`src/rtl/lhr_pkg.sv`:
```
// Shared types, codes and constants of the line history ring.
// Used by lhr_ctrl, lhr_datapath and line_history_ring; depends on nothing.
package lhr_pkg;

  // Default ring size in bytes and the longest line that can be stored.
  localparam int unsigned RING_LEN_DEF = 64;
  localparam int unsigned MAX_LINE     = 62;
  localparam int unsigned LEN_W        = 6;

  // Request action codes.
  localparam logic [1:0] ACT_SAVE  = 2'd0;
  localparam logic [1:0] ACT_OLDER = 2'd1;
  localparam logic [1:0] ACT_NEWER = 2'd2;

  // Result status codes.
  localparam logic [1:0] ST_BYTE  = 2'd0;
  localparam logic [1:0] ST_EMPTY = 2'd1;
  localparam logic [1:0] ST_NONE  = 2'd2;

  // Read address selection for the ring store.
  localparam logic [1:0] RD_HOP    = 2'd0;
  localparam logic [1:0] RD_OLDEST = 2'd1;
  localparam logic [1:0] RD_EMIT   = 2'd2;

  // One request.
  typedef struct packed {
    logic [1:0]       action;
    logic [7:0]       char_byte;
    logic [LEN_W-1:0] line_length;
    logic             last;
  } req_t;

  // One result.
  typedef struct packed {
    logic [7:0]       out_byte;
    logic [1:0]       status;
    logic [LEN_W-1:0] out_length;
    logic             end_of_run;
  } res_t;

  // Commands from the controller to the datapath.
  typedef struct packed {
    logic       latch_req;
    logic       save_begin;
    logic       evict_step;
    logic       char_write;
    logic       commit_hdr;
    logic       commit_term;
    logic       finalize;
    logic       rec_decide;
    logic       seek_step;
    logic       emit_setup;
    logic       emit_rd;
    logic [1:0] rd_sel;
  } cmd_t;

  // Status from the datapath to the controller.
  typedef struct packed {
    logic [1:0] req_action;
    logic       req_last;
    logic       evict_req;
    logic       room_ok;
    logic       commit_ok;
    logic       rec_go;
    logic       seek_hit;
    logic       emit_last;
  } sts_t;

endpackage

```
`src/rtl/lhr_ctrl.sv`:
```
// Controller state machine of the line history ring.
// Depends on lhr_pkg; drives the command struct of lhr_datapath.
module lhr_ctrl (
  input  logic          clk_i,
  input  logic          rst_ni,
  input  logic          start_i,
  input  lhr_pkg::sts_t sts_i,
  output lhr_pkg::cmd_t cmd_o,
  output logic          busy_o
);
  import lhr_pkg::*;

  localparam logic [3:0] S_IDLE     = 4'd0;
  localparam logic [3:0] S_DISPATCH = 4'd1;
  localparam logic [3:0] S_SV_BEGIN = 4'd2;
  localparam logic [3:0] S_EV_RD    = 4'd3;
  localparam logic [3:0] S_EV_CHK   = 4'd4;
  localparam logic [3:0] S_SV_WRITE = 4'd5;
  localparam logic [3:0] S_COMMIT   = 4'd6;
  localparam logic [3:0] S_TERM     = 4'd7;
  localparam logic [3:0] S_SK_RD    = 4'd8;
  localparam logic [3:0] S_SK_CHK   = 4'd9;
  localparam logic [3:0] S_EM       = 4'd10;
  localparam logic [3:0] S_EM_WAIT  = 4'd11;

  logic [3:0] state_q, state_d;

  // State register.
  always_ff @(posedge clk_i or negedge rst_ni) begin
    if (!rst_ni) begin
      state_q <= S_IDLE;
    end else begin
      state_q <= state_d;
    end
  end

  // Next state and commands.
  always_comb begin
    state_d = state_q;
    cmd_o   = '0;
    cmd_o.rd_sel = RD_HOP;
    case (state_q)
      S_IDLE: begin
        if (start_i) begin
          cmd_o.latch_req = 1'b1;
          state_d = S_DISPATCH;
        end
      end
      S_DISPATCH: begin
        case (sts_i.req_action)
          ACT_SAVE: begin
            state_d = S_SV_BEGIN;
          end
          ACT_OLDER, ACT_NEWER: begin
            cmd_o.rec_decide = 1'b1;
            state_d = sts_i.rec_go ? S_SK_RD : S_IDLE;
          end
          default: begin
            state_d = S_IDLE;
          end
        endcase
      end
      S_SV_BEGIN: begin
        cmd_o.save_begin = 1'b1;
        state_d = sts_i.evict_req ? S_EV_RD : S_SV_WRITE;
      end
      S_EV_RD: begin
        cmd_o.rd_sel = RD_OLDEST;
        state_d = S_EV_CHK;
      end
      S_EV_CHK: begin
        if (sts_i.room_ok) begin
          state_d = S_SV_WRITE;
        end else begin
          cmd_o.evict_step = 1'b1;
          state_d = S_EV_RD;
        end
      end
      S_SV_WRITE: begin
        cmd_o.char_write = 1'b1;
        state_d = sts_i.req_last ? S_COMMIT : S_IDLE;
      end
      S_COMMIT: begin
        if (sts_i.commit_ok) begin
          cmd_o.commit_hdr = 1'b1;
          state_d = S_TERM;
        end else begin
          cmd_o.finalize = 1'b1;
          state_d = S_IDLE;
        end
      end
      S_TERM: begin
        cmd_o.commit_term = 1'b1;
        cmd_o.finalize    = 1'b1;
        state_d = S_IDLE;
      end
      S_SK_RD: begin
        state_d = S_SK_CHK;
      end
      S_SK_CHK: begin
        if (sts_i.seek_hit) begin
          cmd_o.emit_setup = 1'b1;
          state_d = S_EM;
        end else begin
          cmd_o.seek_step = 1'b1;
          state_d = S_SK_RD;
        end
      end
      S_EM: begin
        cmd_o.rd_sel  = RD_EMIT;
        cmd_o.emit_rd = 1'b1;
        if (sts_i.emit_last) begin
          state_d = S_EM_WAIT;
        end
      end
      S_EM_WAIT: begin
        state_d = S_IDLE;
      end
      default: begin
        state_d = S_IDLE;
      end
    endcase
  end

  assign busy_o = (state_q != S_IDLE);

endmodule

```
`src/rtl/lhr_datapath.sv`:
```
// Datapath of the line history ring: ring store, pointers and result register.
// Depends on lhr_pkg; obeys the command struct from lhr_ctrl.
module lhr_datapath #(
  parameter int unsigned RING_LEN = lhr_pkg::RING_LEN_DEF
) (
  input  logic          clk_i,
  input  logic          rst_ni,
  input  lhr_pkg::req_t req_i,
  input  lhr_pkg::cmd_t cmd_i,
  output lhr_pkg::sts_t sts_o,
  output lhr_pkg::res_t res_o,
  output logic          res_strobe_o
);
  import lhr_pkg::*;

  localparam int unsigned PTR_W = $clog2(RING_LEN);
  localparam int unsigned SW    = ((PTR_W > 8) ? PTR_W : 8) + 1;
  localparam int unsigned CW    = ((PTR_W + 1) > (LEN_W + 1)) ? (PTR_W + 1) : (LEN_W + 1);

  // Step from a header to the next one; the sum stays below twice the ring length.
  function automatic logic [PTR_W-1:0] hop(input logic [PTR_W-1:0] pos,
                                           input logic [7:0] step);
    logic [SW-1:0] sum;
    sum = SW'(pos) + SW'(step) + SW'(1);
    if (sum >= SW'(RING_LEN)) begin
      sum = sum - SW'(RING_LEN);
    end
    return sum[PTR_W-1:0];
  endfunction

  // Advance one position with wrap-around.
  function automatic logic [PTR_W-1:0] inc(input logic [PTR_W-1:0] pos);
    return (pos == PTR_W'(RING_LEN - 1)) ? '0 : pos + PTR_W'(1);
  endfunction

  // Ring store with a valid bit per entry; an entry never written reads as zero.
  logic [7:0]          mem_q [RING_LEN];
  logic [RING_LEN-1:0] vld_q;
  logic [7:0]          rd_byte_q;
  logic                rd_vld_q;
  logic [7:0]          rd_data;
  logic [PTR_W-1:0]    rd_addr, wr_addr;
  logic [7:0]          wr_data;
  logic                wr_en;

  // Committed list and save state.
  req_t             req_q;
  logic [PTR_W-1:0] oldest_q, tail_q, bi_q, wpos_q, cnt_q;
  logic             sv_busy_q, sv_drop_q;
  logic [LEN_W-1:0] sv_len_q, sv_cnt_q;

  // Walk and emission state.
  logic [PTR_W-1:0] hpos_q, hidx_q, target_q, epos_q;
  logic [LEN_W-1:0] elen_q, ecnt_q;
  logic             pend_q, pend_last_q;
  res_t             res_q;
  logic             res_vld_q;

  logic             drop_now, char_ok, older_go, newer_go, rec_go;
  logic [PTR_W-1:0] bi_dec;
  logic [CW-1:0]    free_sp;

  assign rd_data = rd_vld_q ? rd_byte_q : 8'h00;

  // Decisions taken from the latched request and the registers.
  always_comb begin
    drop_now = (CW'(req_q.line_length) > CW'(RING_LEN - 2)) ||
               (req_q.line_length > LEN_W'(MAX_LINE));
    char_ok  = !sv_drop_q && (sv_cnt_q < sv_len_q);
    if (tail_q >= oldest_q) begin
      free_sp = CW'(RING_LEN) - CW'(tail_q) + CW'(oldest_q) - CW'(1);
    end else begin
      free_sp = CW'(oldest_q) - CW'(tail_q) - CW'(1);
    end
    bi_dec   = bi_q - PTR_W'(1);
    older_go = (bi_q < cnt_q);
    newer_go = (bi_q != '0) && (bi_dec != '0) && (bi_dec <= cnt_q);
    case (req_q.action)
      ACT_OLDER: rec_go = older_go;
      ACT_NEWER: rec_go = newer_go;
      default:   rec_go = 1'b0;
    endcase
  end

  assign sts_o.req_action = req_q.action;
  assign sts_o.req_last   = req_q.last;
  assign sts_o.evict_req  = !sv_busy_q && !drop_now && (req_q.line_length != '0);
  assign sts_o.room_ok    = (rd_data == 8'h00) || (free_sp > CW'(sv_len_q));
  assign sts_o.commit_ok  = !sv_drop_q && (sv_cnt_q != '0);
  assign sts_o.rec_go     = rec_go;
  assign sts_o.seek_hit   = (hidx_q == target_q);
  assign sts_o.emit_last  = (ecnt_q == elen_q - LEN_W'(1));

  // Store port selection.
  always_comb begin
    case (cmd_i.rd_sel)
      RD_OLDEST: rd_addr = oldest_q;
      RD_EMIT:   rd_addr = epos_q;
      default:   rd_addr = hpos_q;
    endcase
    wr_en   = (cmd_i.char_write && char_ok) || cmd_i.commit_hdr || cmd_i.commit_term;
    wr_addr = cmd_i.char_write ? wpos_q : tail_q;
    if (cmd_i.char_write) begin
      wr_data = req_q.char_byte;
    end else if (cmd_i.commit_hdr) begin
      wr_data = 8'(sv_cnt_q);
    end else begin
      wr_data = 8'h00;
    end
  end

  // Store array and its registered read.
  always_ff @(posedge clk_i) begin
    if (wr_en) begin
      mem_q[wr_addr] <= wr_data;
    end
    rd_byte_q <= mem_q[rd_addr];
  end

  // Valid bits, cleared at reset.
  always_ff @(posedge clk_i or negedge rst_ni) begin
    if (!rst_ni) begin
      vld_q    <= '0;
      rd_vld_q <= 1'b0;
    end else begin
      if (wr_en) begin
        vld_q[wr_addr] <= 1'b1;
      end
      rd_vld_q <= vld_q[rd_addr];
    end
  end

  // List pointers, save state and result strobe.
  always_ff @(posedge clk_i or negedge rst_ni) begin
    if (!rst_ni) begin
      oldest_q    <= '0;
      tail_q      <= '0;
      bi_q        <= '0;
      wpos_q      <= '0;
      cnt_q       <= '0;
      sv_busy_q   <= 1'b0;
      sv_drop_q   <= 1'b0;
      sv_len_q    <= '0;
      sv_cnt_q    <= '0;
      pend_q      <= 1'b0;
      pend_last_q <= 1'b0;
      res_vld_q   <= 1'b0;
    end else begin
      // Open a save on the first character of a line.
      if (cmd_i.save_begin && !sv_busy_q) begin
        sv_busy_q <= 1'b1;
        sv_drop_q <= drop_now;
        sv_len_q  <= req_q.line_length;
        sv_cnt_q  <= '0;
        wpos_q    <= inc(tail_q);
      end
      // Drop the oldest record to make room.
      if (cmd_i.evict_step) begin
        oldest_q <= hop(oldest_q, rd_data);
        cnt_q    <= cnt_q - PTR_W'(1);
      end
      // Store one character after the tail.
      if (cmd_i.char_write && char_ok) begin
        wpos_q   <= inc(wpos_q);
        sv_cnt_q <= sv_cnt_q + LEN_W'(1);
      end
      // Header written: the tail moves past the new record.
      if (cmd_i.commit_hdr) begin
        tail_q <= hop(tail_q, 8'(sv_cnt_q));
        cnt_q  <= cnt_q + PTR_W'(1);
      end
      // Close the save.
      if (cmd_i.finalize) begin
        if (!sv_drop_q) begin
          bi_q <= '0;
        end
        sv_busy_q <= 1'b0;
        sv_drop_q <= 1'b0;
        sv_len_q  <= '0;
        sv_cnt_q  <= '0;
        wpos_q    <= inc(tail_q);
      end
      // Browse index moves on a recall.
      if (cmd_i.rec_decide) begin
        if (req_q.action == ACT_OLDER && older_go) begin
          bi_q <= bi_q + PTR_W'(1);
        end else if (req_q.action == ACT_NEWER && bi_q != '0) begin
          bi_q <= bi_dec;
        end
      end
      pend_q      <= cmd_i.emit_rd;
      pend_last_q <= cmd_i.emit_rd && sts_o.emit_last;
      res_vld_q   <= pend_q || (cmd_i.rec_decide && !rec_go);
    end
  end

  // Request latch, walk registers and result payload.
  always_ff @(posedge clk_i) begin
    if (cmd_i.latch_req) begin
      req_q <= req_i;
    end
    if (cmd_i.rec_decide) begin
      hpos_q <= oldest_q;
      hidx_q <= '0;
      if (req_q.action == ACT_OLDER) begin
        target_q <= cnt_q - PTR_W'(1) - bi_q;
      end else begin
        target_q <= cnt_q - bi_dec;
      end
    end
    if (cmd_i.seek_step) begin
      hpos_q <= hop(hpos_q, rd_data);
      hidx_q <= hidx_q + PTR_W'(1);
    end
    if (cmd_i.emit_setup) begin
      elen_q <= (rd_data > 8'(MAX_LINE)) ? LEN_W'(MAX_LINE) : rd_data[LEN_W-1:0];
      epos_q <= inc(hpos_q);
      ecnt_q <= '0;
    end
    if (cmd_i.emit_rd) begin
      epos_q <= inc(epos_q);
      ecnt_q <= ecnt_q + LEN_W'(1);
    end
    // Result payload: a recalled character, or a status on a recall miss.
    if (pend_q) begin
      res_q.out_byte   <= rd_data;
      res_q.status     <= ST_BYTE;
      res_q.out_length <= elen_q;
      res_q.end_of_run <= pend_last_q;
    end else if (cmd_i.rec_decide && !rec_go) begin
      res_q.out_byte   <= 8'h00;
      res_q.status     <= (req_q.action == ACT_OLDER) ? ST_NONE : ST_EMPTY;
      res_q.out_length <= '0;
      res_q.end_of_run <= 1'b1;
    end
  end

  assign res_o        = res_q;
  assign res_strobe_o = res_vld_q;

endmodule

```
`src/rtl/line_history_ring.sv`:
```
// Top level of the line history ring: command-line history in a byte ring.
// Depends on lhr_pkg, lhr_ctrl and lhr_datapath.
//
//   Channel   Ports                    Handshake
//   request   start, busy, req_i       taken when start is high and busy is low
//   result    res_strobe_o, res_o      valid for the one cycle the strobe is high
//
// A save request passes through dispatch, save begin and the character write. On the
// first character of a line that is kept and not empty, a room check reads the oldest
// header and each record evicted repeats it; the last character adds a commit step,
// and a terminator write when a record is written. A recall walks the headers, each
// hop a registered read of the single store port, then emits one character per cycle;
// a recall that finds no line returns its status from the dispatch step.
// Reset clears the store through per-entry valid bits at once, with no sweep.
// Results cannot be held off; busy stays high until a request is complete.
module line_history_ring #(
  parameter int unsigned RING_LEN = lhr_pkg::RING_LEN_DEF
) (
  input  logic          clk_i,
  input  logic          rst_ni,
  input  logic          start,
  output logic          busy,
  input  lhr_pkg::req_t req_i,
  output lhr_pkg::res_t res_o,
  output logic          res_strobe_o
);
  import lhr_pkg::*;

  cmd_t cmd;
  sts_t sts;

  // Sequencing of each request.
  lhr_ctrl u_ctrl (
    .clk_i  (clk_i),
    .rst_ni (rst_ni),
    .start_i(start),
    .sts_i  (sts),
    .cmd_o  (cmd),
    .busy_o (busy)
  );

  // Ring store, pointers and result register.
  lhr_datapath #(
    .RING_LEN(RING_LEN)
  ) u_datapath (
    .clk_i       (clk_i),
    .rst_ni      (rst_ni),
    .req_i       (req_i),
    .cmd_i       (cmd),
    .sts_o       (sts),
    .res_o       (res_o),
    .res_strobe_o(res_strobe_o)
  );

endmodule

```
`config.mk`:
```
export PLATFORM = sky130hd
export DESIGN_NAME = line_history_ring
export DESIGN_NICKNAME = d
export VERILOG_FILES = /design/src/rtl/lhr_pkg.sv /design/src/rtl/lhr_ctrl.sv /design/src/rtl/lhr_datapath.sv /design/src/rtl/line_history_ring.sv
export SDC_FILE = /design/constraint.sdc
export NUM_CORES = 1
export LEC_CHECK = 0
export BUFFER_PORTS_ARGS = -buffer_cell sky130_fd_sc_hd__buf_2
export CAP_MARGIN = 40
export CELL_PAD_IN_SITES_DETAIL_PLACEMENT = 2
export CELL_PAD_IN_SITES_GLOBAL_PLACEMENT = 2
export CORE_MARGIN = 1
export CORE_UTILIZATION = 40
export DETAILED_ROUTE_END_ITERATION = 8
export GPL_TIMING_DRIVEN = 1
export PLACE_DENSITY = 0.75
export SYNTH_ARGS = -nofsm -noshare
export SYNTH_HDL_FRONTEND = slang
export SYNTH_SLANG_ARGS = --single-unit
export TNS_END_PERCENT = 20
```
`constraint.sdc`:
```
create_clock -name clk_i -period 4.35 [get_ports clk_i]
set_input_delay 0.87 -clock clk_i [delete_from_list [all_inputs] [get_ports clk_i]]
set_output_delay 0.87 -clock clk_i [all_outputs]
set_load 0.005 [all_outputs]
```
# [After elaboration in Yosys (flattened, before gate mapping)]
# Memories as Yosys holds them, arrays and structs flattened. A register that Yosys moved wholly into a read port is not among the register bits.
# Index checks and enable logic that the tools add are counted.
[op_classes] add_sub_neg=28 n_lt_le_gt_ge=14 n_eq_ne=22 n_mux=79 bitwise=1 n_reduce_logical=38
[op_table] cell="2-to-1 mux 6 bit" count=33
[op_table] cell="bitwise OR 64 bit" count=1
[op_table] cell="adder 6 x 1 -> 6 bit (second input constant)" count=9
[op_table] cell="case mux 4 bit (10 select lines)" count=1
[op_table] cell="subtractor 6 x 1 -> 6 bit (second input constant)" count=6
[op_table] cell="2-to-1 mux 17 bit" count=2
[op_table] cell=">= comparator 9 x 7 -> 1 bit (second input constant)" count=3
[op_table] cell="== test 6 bit (second input constant)" count=4
[op_table] cell="nonzero test 6 bit" count=4
[op_table] cell="2-to-1 mux 1 bit" count=23
[op_table] cell="adder 6 x 8 -> 9 bit" count=2
[op_table] cell="adder 9 x 1 -> 9 bit (second input constant)" count=2
[op_table] cell="== test 4 x 3 -> 1 bit (second input constant)" count=4
[op_table] cell="2-to-1 mux 8 bit" count=2
[op_table] cell="< comparator 6 x 7 -> 1 bit (second input constant)" count=2
[op_table] cell="subtractor 7 x 1 -> 7 bit (second input constant)" count=2
[op_table] cell="logical AND 1 bit" count=13
[op_table] cell="== test 4 bit (second input constant)" count=3
[op_table] cell="== test 6 bit" count=2
[op_table] cell="> comparator 6 bit (second input constant)" count=2
[op_table] cell="< comparator 6 bit" count=2
[op_table] cell="2-to-1 mux 3 bit" count=4
[op_table] cell="2-to-1 mux 4 bit" count=3
[op_table] cell="case mux 6 bit (2 select lines)" count=1
[op_table] cell="34 further kinds" count=52
[word_totals] register_bits=186 mem_bits_rw=512 in_bits=20 out_inout_bits=19 mem_count=1
[memory_table] name="u_datapath.mem_q" depth=64 width=8 rd=1 rd_ports_with_merged_regs=1 wr=1 line="lhr_datapath.sv:37" source="logic [7:0] mem_q [RING_LEN];"

# [Depth between registers and ports, before layout]
# Gate-level depths: netlist of run 1.
[depth] word_depth=10 ltp_mapped=17

# [By module]
# Synthesis of run 1 repeated with hierarchy kept, for this count alone.
[hier_totals] hier_cells=2656 hier_area_um2=32004.4
[modules_own_cells] mod="lhr_datapath" instances=1 cells_per_inst=2598 area_each_um2=31581.5
[modules_own_cells] mod="lhr_ctrl" instances=1 cells_per_inst=58 area_each_um2=422.9

# [Least setup slack after synthesis of run 1]
# Ideal clock, no wire load.
[synth_path] path_kind="reg2reg" from="register u_ctrl.state_q[3]" to="register u_datapath.rd_byte_q[0], read port of u_datapath.mem_q" setup_ns=0.114 arrival_time_ns=3.266 required_ns=4.236 path_slack_ns=0.970 stages_incl_launch_ff=14 n_path_buf=3 cell_sequence="dfrtp_1 clkbuf_1 nor2b_1 nand2_1 clkinv_1 ha_1 buf_4 a221o_2 nand2_4 buf_6 mux4_2 a2111oi_0 nand3_1 a21o_1"
[synth_between] elab_chain_cells=4 elab_cells_between_ends=6 classes_between="4 x eq/ne; 2 x mux"
[synth_lines] item="start: declaration" line="lhr_ctrl.sv:26" source="logic [3:0] state_q, state_d;"
[synth_lines] item="start signal: assignment" line="lhr_ctrl.sv:33" source="state_q <= state_d;"
[synth_lines] item="== test 4 bit or == test 4 x 2 -> 1 bit (tied branches)" line="lhr_ctrl.sv:42" source="case (state_q)"
[synth_lines] item="case mux 2 bit (2 select lines) (*)" line="lhr_ctrl.sv:42"
[synth_lines] item="== test 2 bit or == test 2 x 1 -> 1 bit (tied branches)" line="lhr_datapath.sv:96" source="case (cmd_i.rd_sel)"
[synth_lines] item="case mux 6 bit (2 select lines) (*)" line="lhr_datapath.sv:96"
[synth_lines] item="end: declaration" line="lhr_datapath.sv:39" source="logic [7:0] rd_byte_q;"
# Every way passes the cells marked *; elsewhere a longest branch is shown, timed or not.
# A chain may end at the register's enable or synchronous reset.

# [Worst setup path in the final report of run 1]
[layout_path] from="register u_ctrl.state_q[3]" to="register u_datapath.rd_byte_q[1], read port of u_datapath.mem_q"
# Same word-level chain as after synthesis.

==> results of run 1 <==
per-stage QoR:
stage | hold slack [ns] | cell area [sq um] | instances | worst slack, ns
floorplan | 0.4330 | 32030 | 2544 | 0.9701
global placement | 0.4404 | 34020 | 3618 | 0.3412
detailed placement | 0.4467 | 34280 | 3650 | -0.02520
CTS | 0.03512 | 36860 | 3799 | 0.02728
global route | 0.05963 | 36880 | 3801 | 0.008509
finish | 0.06556 | 36880 | 3801 | 0.02540
cell usage after synthesis, types with 42 or more instances:
master	instances	share of area
sky130_fd_sc_hd__dfrtp_1	116	0.091
sky130_fd_sc_hd__xnor2_1	42	0.011
sky130_fd_sc_hd__clkbuf_1	64	0.0075
sky130_fd_sc_hd__nor2_1	71	0.0083
sky130_fd_sc_hd__a211oi_1	138	0.032
sky130_fd_sc_hd__buf_2	54	0.0084
sky130_fd_sc_hd__nand3_1	123	0.019
sky130_fd_sc_hd__a31o_2	64	0.018
sky130_fd_sc_hd__and3_1	131	0.026
sky130_fd_sc_hd__o21ai_0	68	0.011
sky130_fd_sc_hd__a31oi_1	55	0.011
sky130_fd_sc_hd__nor3_1	91	0.014
sky130_fd_sc_hd__a21oi_1	64	0.010
sky130_fd_sc_hd__nand2_1	347	0.041
sky130_fd_sc_hd__mux2i_1	42	0.013
sky130_fd_sc_hd__inv_1	62	0.0073
sky130_fd_sc_hd__edfxtp_1	580	0.54
sky130_fd_sc_hd__ha_1	75	0.029
final cells by class:
type | count | share of cell area
sequential | 706 | 0.5565
clock inverter | 42 | 0.01093
timing repair buffer | 209 | 0.04452
inverter | 63 | 0.006413
multi-input combinational | 1624 | 0.2873
clock buffer | 107 | 0.05873
tap | 1050 | 0.03563
where the power goes:
part	total (mW)	leakage (nW)	switching (mW)	internal, mW
clock network	6.74	1.26	2.87	3.88
logic	10.1	5.53	6.77	3.35
registers	8.50	7.01	0.555	7.95
registers in the layout, summed over array words and instances (netlist names), 3 cells and up:
signal and count:
u_datapath.ecnt_q 6, u_datapath.wpos_q 6, u_ctrl.state_q 4, u_datapath.sv_cnt_q 6
u_datapath.req_q 14, u_datapath.res_o 17, u_datapath.vld_q 64, u_datapath.mem_q 512
u_datapath.cnt_q 6, u_datapath.sv_len_q 6, u_datapath.tail_q 6, u_datapath.hpos_q 6
u_datapath.sts_o 3, u_datapath.hidx_q 6, u_datapath.elen_q 6, u_datapath.oldest_q 6
u_datapath.bi_q 6, u_datapath.rd_byte_q 8, u_datapath.epos_q 6, u_datapath.target_q 6
cell families after synthesis:
family          count (synthesis)  synth area share
buf+inv                       215           0.03215
xor+xnor                       70           0.01914
compound gates                564            0.1286
simple gates                  855            0.1269
mux                            53           0.01946
flops                         706            0.6407
fa+ha+maj                      81           0.03305
per-layer routing:
layer  GRT usage  vias up  share of wire
met4      0.1059        0          0.038
li1            -     9961              -
met1      0.3593    12300           0.41
met2      0.4774      768           0.50
met3     0.03448      228          0.053
met5           0        -              0
what timing repair did:
| item | 4_1_cts | 5_1_grt |
|---|---|---|
| gates cloned | 0 | 1 |
| endpoints found under the setup margin | 4 | 2 |
| resized for setup | 3 | 1 |
final timing paths:
check | start | cells past startpoint | end
min | rst_ni | 1 | u_datapath.bi_q[0]$_DFF_PN0_
max in group asynchronous | rst_ni | 3 | u_datapath.vld_q[7]$_DFFE_PN0N_
max reg2reg | u_ctrl.state_q[3]$_DFFE_PN0P_ | 13 | u_datapath.rd_byte_q[1]$_DFF_P_
max | u_ctrl.state_q[3]$_DFFE_PN0P_ | 13 | u_datapath.rd_byte_q[1]$_DFF_P_
min in group clk_i | req_i[9] | 1 | u_datapath.req_q[9]$_DFFE_PP_
min reg2reg | u_datapath.vld_q[63]$_DFFE_PN0N_ | 1 | u_datapath.vld_q[63]$_DFFE_PN0N_
critical path: stages (launching register included):
cell and delay (ns):
sky130_fd_sc_hd__dfrtp_1 0.52, sky130_fd_sc_hd__nor2b_1 0.22, sky130_fd_sc_hd__nand2_1 0.14, sky130_fd_sc_hd__ha_2 0.43, sky130_fd_sc_hd__buf_4 0.21, sky130_fd_sc_hd__nor2b_1 0.19
sky130_fd_sc_hd__nor2_4 0.55, sky130_fd_sc_hd__buf_12 0.32, sky130_fd_sc_hd__buf_12 0.21, sky130_fd_sc_hd__a211oi_1 0.08, sky130_fd_sc_hd__a31oi_1 0.49, sky130_fd_sc_hd__o22ai_1 0.19
sky130_fd_sc_hd__nor4_1 0.42, sky130_fd_sc_hd__a21o_1 0.24
==> summary.log, run 1 <==
qor: clock_network.insertion_delay 0.65 ns
qor: sta.worst_pin_slew 1.008 ns
qor: grt.gr-total-overflow 0
qor: clock_network.cts_sinks 706
qor: grt.number_of_antenna_violations_at_the_first_check_in_global_routing 1
qor: floorplanning.initial_utilization 0.4047
qor: detailed_routing.ant_nets 0
qor: grt.track_usage 0.2780
qor: cells_and_area.fillCellCount 7735
qor: detailed_routing.num_vias 23250
qor: outcome.run_status finished clean
qor: worst_setup_path.critical_path.max_fanout 33
qor: sta.rsz0062_at_grt no
qor: worst_setup_path.critPathArrivalTime 4.89 ns
qor: yosys.synth_cells 2544
qor: yosys.mappedNetlistNets 2645
qor: floorplanning.rows 103
qor: floorplanning.die_outline_area 0.08120 sq mm
qor: floorplanning.die_height 285.0 um
qor: clock_network.clock-root-buffer sky130_fd_sc_hd__clkbuf_16
qor: sta.setup_viol 0
qor: detailed_routing.drt_drc_violations_left 0
qor: grt.via_count_of_the_first_global_routing_pass 25600
qor: cells_and_area.fraction_of_layout_cells_with_a_size_suffix_above_1 0.1614
qor: place.dp.final_hpwl 75290 um
qor: cells_and_area.multiInputGateArea 0.01060 sq mm
qor: worst_setup_path.critical_path_class reg -> reg
qor: floorplanning.io_pins 39
qor: yosys.ys_types 78
qor: sta.report.final.slew_viol_count 0
qor: power_and_ir_drop.total_power 25.37 mW
qor: run.maxCapViolations 0
qor: sta.tns 0 ns
qor: cells_and_area.ff_latch_area 0.02052 sq mm
qor: min_path.min-delay-path-class in -> async
qor: detailed_routing.totalWireLength 113100 um
qor: clock_network.htree_num_levels 3
qor: place.portBuffers 38
qor: clock_network.tritoncts.num_buffers 80
qor: sta.final-hold-violation-count 0
qor: cells_and_area.n_antenna_cell 0
qor: sta.maxSlewHeadroom 0.3283
qor: sta.final_period_minus_worst_setup_slack 4.325 ns
qor: detailed_routing.firstDrtPassIters 6
qor: yosys.avgSynthCellArea 12.59 sq um
qor: clock_network.ctsLongestPathBuffers 3
qor: power_and_ir_drop.powerDensity 687.9 mW/mm^2
qor: clock_network.clk_pin_slew 0.06 ns
qor: clock_network.cts_tree done
qor: yosys.synth_edf_count 580
qor: detailed_routing.dr.first_iter.drc_count 1833
qor: yosys.synth_async_sr_flop_share 0.1643
qor: clock_network.cts.hold.buffers_added 0
qor: worst_setup_path.reg2reg_setup_slack 0.03 ns
qor: sta.achievable-frequency 231.2 MHz
qor: cells_and_area.area_growth 15.14%
qor: worst_setup_path.cp_data_required_time 4.92 ns
qor: sta.layout_worst_path_cycle_share 0.9942
qor: power_and_ir_drop.max-vdd-ir-drop 0.0003780 V
qor: yosys.ys_warn_count 0
qor: clock_network.cts_setup_buffers 0
qor: worst_setup_path.crit_path_start_kind flop
qor: yosys.yosysSeqAreaShare 0.6407
qor: detailed_routing.via_per_inst 6.118
qor: grt.wire_length_of_the_first_global_routing_pass 169200 um
qor: yosys.ys.flop_type sky130_fd_sc_hd__edfxtp_1
qor: sta.finalClockSkew 0.02364 ns
qor: place.routabilityCongestion 0.8714
qor: cells_and_area.nets 2785
qor: detailed_routing.wl_per_cell 29.75 um
qor: cells_and_area.mostFrequentLayoutCell sky130_fd_sc_hd__edfxtp_1
qor: worst_setup_path.worstSetupEndpointType flop
qor: power_and_ir_drop.cellLeakagePower 13.79 nW
qor: yosys.synthesis.area 0.03203 sq mm
qor: floorplanning.core_area 0.07913 sq mm
qor: floorplanning.chipWidth 285.0 um
qor: cells_and_area.post_route_utilization 0.4660
qor: cells_and_area.most_frequent_cells_in_the_layout sky130_fd_sc_hd__edfxtp_1, sky130_fd_sc_hd__nand2_1, sky130_fd_sc_hd__a211oi_1, sky130_fd_sc_hd__buf_4, sky130_fd_sc_hd__and3_1
qor: yosys.synth_seq_cells 706
qor: grt.grt_start_max_net_pins 65
Power figures use the tool's default switching activity.
==> inputs of run 2 (changes only) <==
--- a/config.mk
+++ b/config.mk
@@ -6,7 +6,7 @@
 export NUM_CORES = 1
 export LEC_CHECK = 0
 export BUFFER_PORTS_ARGS = -buffer_cell sky130_fd_sc_hd__buf_2
-export CAP_MARGIN = 40
+export CAP_MARGIN = 10
 export CELL_PAD_IN_SITES_DETAIL_PLACEMENT = 2
 export CELL_PAD_IN_SITES_GLOBAL_PLACEMENT = 2
 export CORE_MARGIN = 1
@@ -14,6 +14,7 @@
 export DETAILED_ROUTE_END_ITERATION = 8
 export GPL_TIMING_DRIVEN = 1
 export PLACE_DENSITY = 0.75
+export SLEW_MARGIN = 20
 export SYNTH_ARGS = -nofsm -noshare
 export SYNTH_HDL_FRONTEND = slang
 export SYNTH_SLANG_ARGS = --single-unit
==> constraint.sdc (replaced) <==
create_clock -name clk_i -period 5.4 [get_ports clk_i]
set_input_delay 1.08 -clock clk_i [delete_from_list [all_inputs] [get_ports clk_i]]
set_output_delay 1.08 -clock clk_i [all_outputs]
set_load 0.005 [all_outputs]
==> run 2 against run 1 <==
  * Maximum frequency down 16%
  * Non-clock buffer count down 38
  * Final area is 1.4% lower
  * Largest cell class unchanged
==> summary.log, run 2 (synthesis results as in run 1) <==
qor: outcome.run_status finished clean
qor: cells_and_area.max_flop_register u_datapath.mem_q
qor: grt.gr-total-overflow 0
qor: grt.grt_start_max_net_pins 65
qor: cells_and_area.post_route_utilization 0.4596
qor: floorplanning.initial_utilization 0.4047
qor: floorplanning.die_outline_area 0.08120 sq mm
qor: floorplanning.io_pins 39
qor: sta.final-hold-violation-count 0
qor: cells_and_area.n_antenna_cell 0
qor: worst_setup_path.cp_data_required_time 5.93 ns
qor: grt.wire_length_of_the_first_global_routing_pass 169500 um
qor: place.portBuffers 38
qor: cells_and_area.multiInputGateArea 0.01061 sq mm
qor: detailed_routing.ant_nets 0
qor: sta.finalClockSkew 0.02667 ns
qor: cells_and_area.ff_latch_area 0.02052 sq mm
qor: floorplanning.die_height 285.0 um
qor: clock_network.clk_pin_slew 0.06 ns
qor: sta.achievable-frequency 193.8 MHz
qor: place.dp.final_hpwl 72250 um
qor: sta.tns 0 ns
qor: detailed_routing.firstDrtPassIters 5
qor: cells_and_area.mostFrequentLayoutCell sky130_fd_sc_hd__edfxtp_1
qor: grt.via_count_of_the_first_global_routing_pass 25520
qor: power_and_ir_drop.comb_power_share 0.394
qor: worst_setup_path.worst_path_largest_cell_delay 1.00 ns
qor: power_and_ir_drop.switching_share 0.4080
qor: worst_setup_path.worstSetupEndpointType flop
qor: sta.maxSlewHeadroom 0.2620
qor: sta.setup_viol 0
qor: cells_and_area.area_growth 13.56%
qor: worst_setup_path.critPathArrivalTime 5.69 ns
qor: cells_and_area.fillCellCount 7744
qor: sta.layout_setup_ws 0.2400 ns
qor: grt.track_usage 0.2788
qor: worst_setup_path.reg2reg_setup_slack 0.24 ns
qor: cells_and_area.most_frequent_cells_in_the_layout sky130_fd_sc_hd__edfxtp_1, sky130_fd_sc_hd__nand2_1, sky130_fd_sc_hd__a211oi_1, sky130_fd_sc_hd__and3_1, sky130_fd_sc_hd__buf_4
qor: power_and_ir_drop.power_frac_seq 0.344
qor: run.maxCapViolations 0
qor: clock_network.cts.hold.buffers_added 0
qor: floorplanning.chipWidth 285.0 um
qor: place.routabilityCongestion 0.8329
qor: cells_and_area.largest_register_ff_count 512
qor: worst_setup_path.critical_path_class reg -> reg
qor: detailed_routing.wl_per_cell 30.05 um
qor: detailed_routing.dr.first_iter.drc_count 1810
qor: worst_setup_path.critical_path.max_fanout 38
qor: floorplanning.core_area 0.07913 sq mm
qor: worst_setup_path.cpMaxStageDelayCell sky130_fd_sc_hd__a2111oi_1
qor: worst_setup_path.crit_path_start_kind flop
qor: sta.layout_worst_path_cycle_share 0.9556
qor: min_path.min-delay-path-class in -> async
qor: power_and_ir_drop.cellLeakagePower 13.47 nW
qor: worst_setup_path.ordered_cell_list_for_the_critical_path buf_4 -> nor2b_1 -> nand2_1 -> clkinv_1 -> ha_1 -> a221o_4 -> nand2_8 -> mux4_2 -> a2111oi_1 -> nand3_1 -> a21o_1
qor: power_and_ir_drop.net_switching_power 8.103 mW
qor: sta.report.final.slew_viol_count 0
qor: power_and_ir_drop.max-vdd-ir-drop 0.0004122 V
qor: power_and_ir_drop.clockPowerShare 0.262
qor: detailed_routing.num_vias 23110
qor: cells_and_area.fraction_of_layout_cells_with_a_size_suffix_above_1 0.1480
qor: sta.worst_pin_slew 1.107 ns
qor: detailed_routing.via_per_inst 6.145
qor: power_and_ir_drop.powerDensity 546.0 mW/mm^2
qor: clock_network.cts.repair.resized 0
qor: clock_network.tritoncts.num_buffers 81
qor: clock_network.cts_setup_buffers 0
qor: power_and_ir_drop.total_power 19.86 mW
qor: clock_network.cts_tree done
qor: clock_network.htree_num_levels 3
qor: grt.number_of_antenna_violations_at_the_first_check_in_global_routing 1
qor: cells_and_area.nets 2747
qor: clock_network.ctsLongestPathBuffers 3
qor: detailed_routing.drt_drc_violations_left 0
qor: power_and_ir_drop.p_int 11.76 mW
qor: clock_network.clock-root-buffer sky130_fd_sc_hd__clkbuf_16
qor: clock_network.insertion_delay 0.66 ns
qor: detailed_routing.totalWireLength 113000 um
qor: sta.rsz0062_at_grt no
qor: sta.final_period_minus_worst_setup_slack 5.160 ns
qor: floorplanning.rows 103
qor: clock_network.cts_sinks 706
qor: place.detailedPlace.worstSlack 0.4434 ns
-- run 2: changes by cell type in the layout (fill, tap and decap cells not counted), sizes merged, moves of 2 or more --
cell	previous run	this run
bufinv	6	1
inv	66	64
clkinv	33	42
clkbuf	107	102
buf	208	171
-- run 2: worst paths after layout --
check	end	start	cells after the start
worst min-delay path	u_datapath.sv_cnt_q[4]$_DFFE_PN0P_	rst_ni	1
max in group asynchronous	u_datapath.tail_q[5]$_DFFE_PN0P_	rst_ni	2
min in group clk_i	u_datapath.vld_q[21]$_DFFE_PN0N_	u_datapath.vld_q[21]$_DFFE_PN0N_	1
worst max-delay path	u_datapath.rd_byte_q[7]$_DFF_P_	u_ctrl.state_q[1]$_DFFE_PN0P_	11
worst min register to register	u_datapath.vld_q[21]$_DFFE_PN0N_	u_datapath.vld_q[21]$_DFFE_PN0N_	1
worst max register to register	u_datapath.rd_byte_q[7]$_DFF_P_	u_ctrl.state_q[1]$_DFFE_PN0P_	11
-- run 2: layout make-up --
cell class / count / share of cell area
clock buffers: 102 / 0.05845
clock inverters: 45 / 0.008635
inverters: 63 / 0.006502
well taps: 1050 / 0.03612
flip-flops and latches: 706 / 0.5642
repair buffers: 171 / 0.03447
multi-input cells: 1623 / 0.2917
-- run 2: power groups by stage --
stage / sequential (mW) / clock [mW] / combinational [mW]
after floorplan: 6.72 / 0 / 4.84
after global placement: 6.91 / 0 / 7.22
after detailed placement: 6.94 / 0 / 7.61
after CTS: 6.83 / 5.27 / 7.78
after global routing: 6.88 / 5.42 / 8.34
final: 6.84 / 5.20 / 7.83
-- run 2: per-layer routing --
| metal | share of wire | vias up | track usage |
|---|---|---|---|
| met3 | 0.057 | 257 | 0.04640 |
| li1 | - | 9887 | - |
| met5 | 0.00016 | - | 0 |
| met1 | 0.41 | 12170 | 0.3576 |
| met4 | 0.041 | 2 | 0.1148 |
| met2 | 0.49 | 792 | 0.4688 |
-- run 2: critical path: cells and delay by family (launching register included) --
| family | cells | cell delay, ns |
|---|---|---|
| simple gates | 4 | 1.17 |
| buf+inv | 2 | 0.58 |
| mux | 1 | 0.59 |
| compound gates | 3 | 1.83 |
| flops | 1 | 0.36 |
| fa+ha+maj | 1 | 0.47 |
-- run 2: metrics by stage --
stage,area [sq um],hold slack (ns),instances
3_3_place_gp,33900,0.4392,3613
6_report,36370,0.3978,3760
5_1_grt,36370,0.4185,3760
3_5_place_dp,33920,0.4556,3613
2_1_floorplan,32030,0.4330,2544
4_1_cts,36350,0.3970,3760
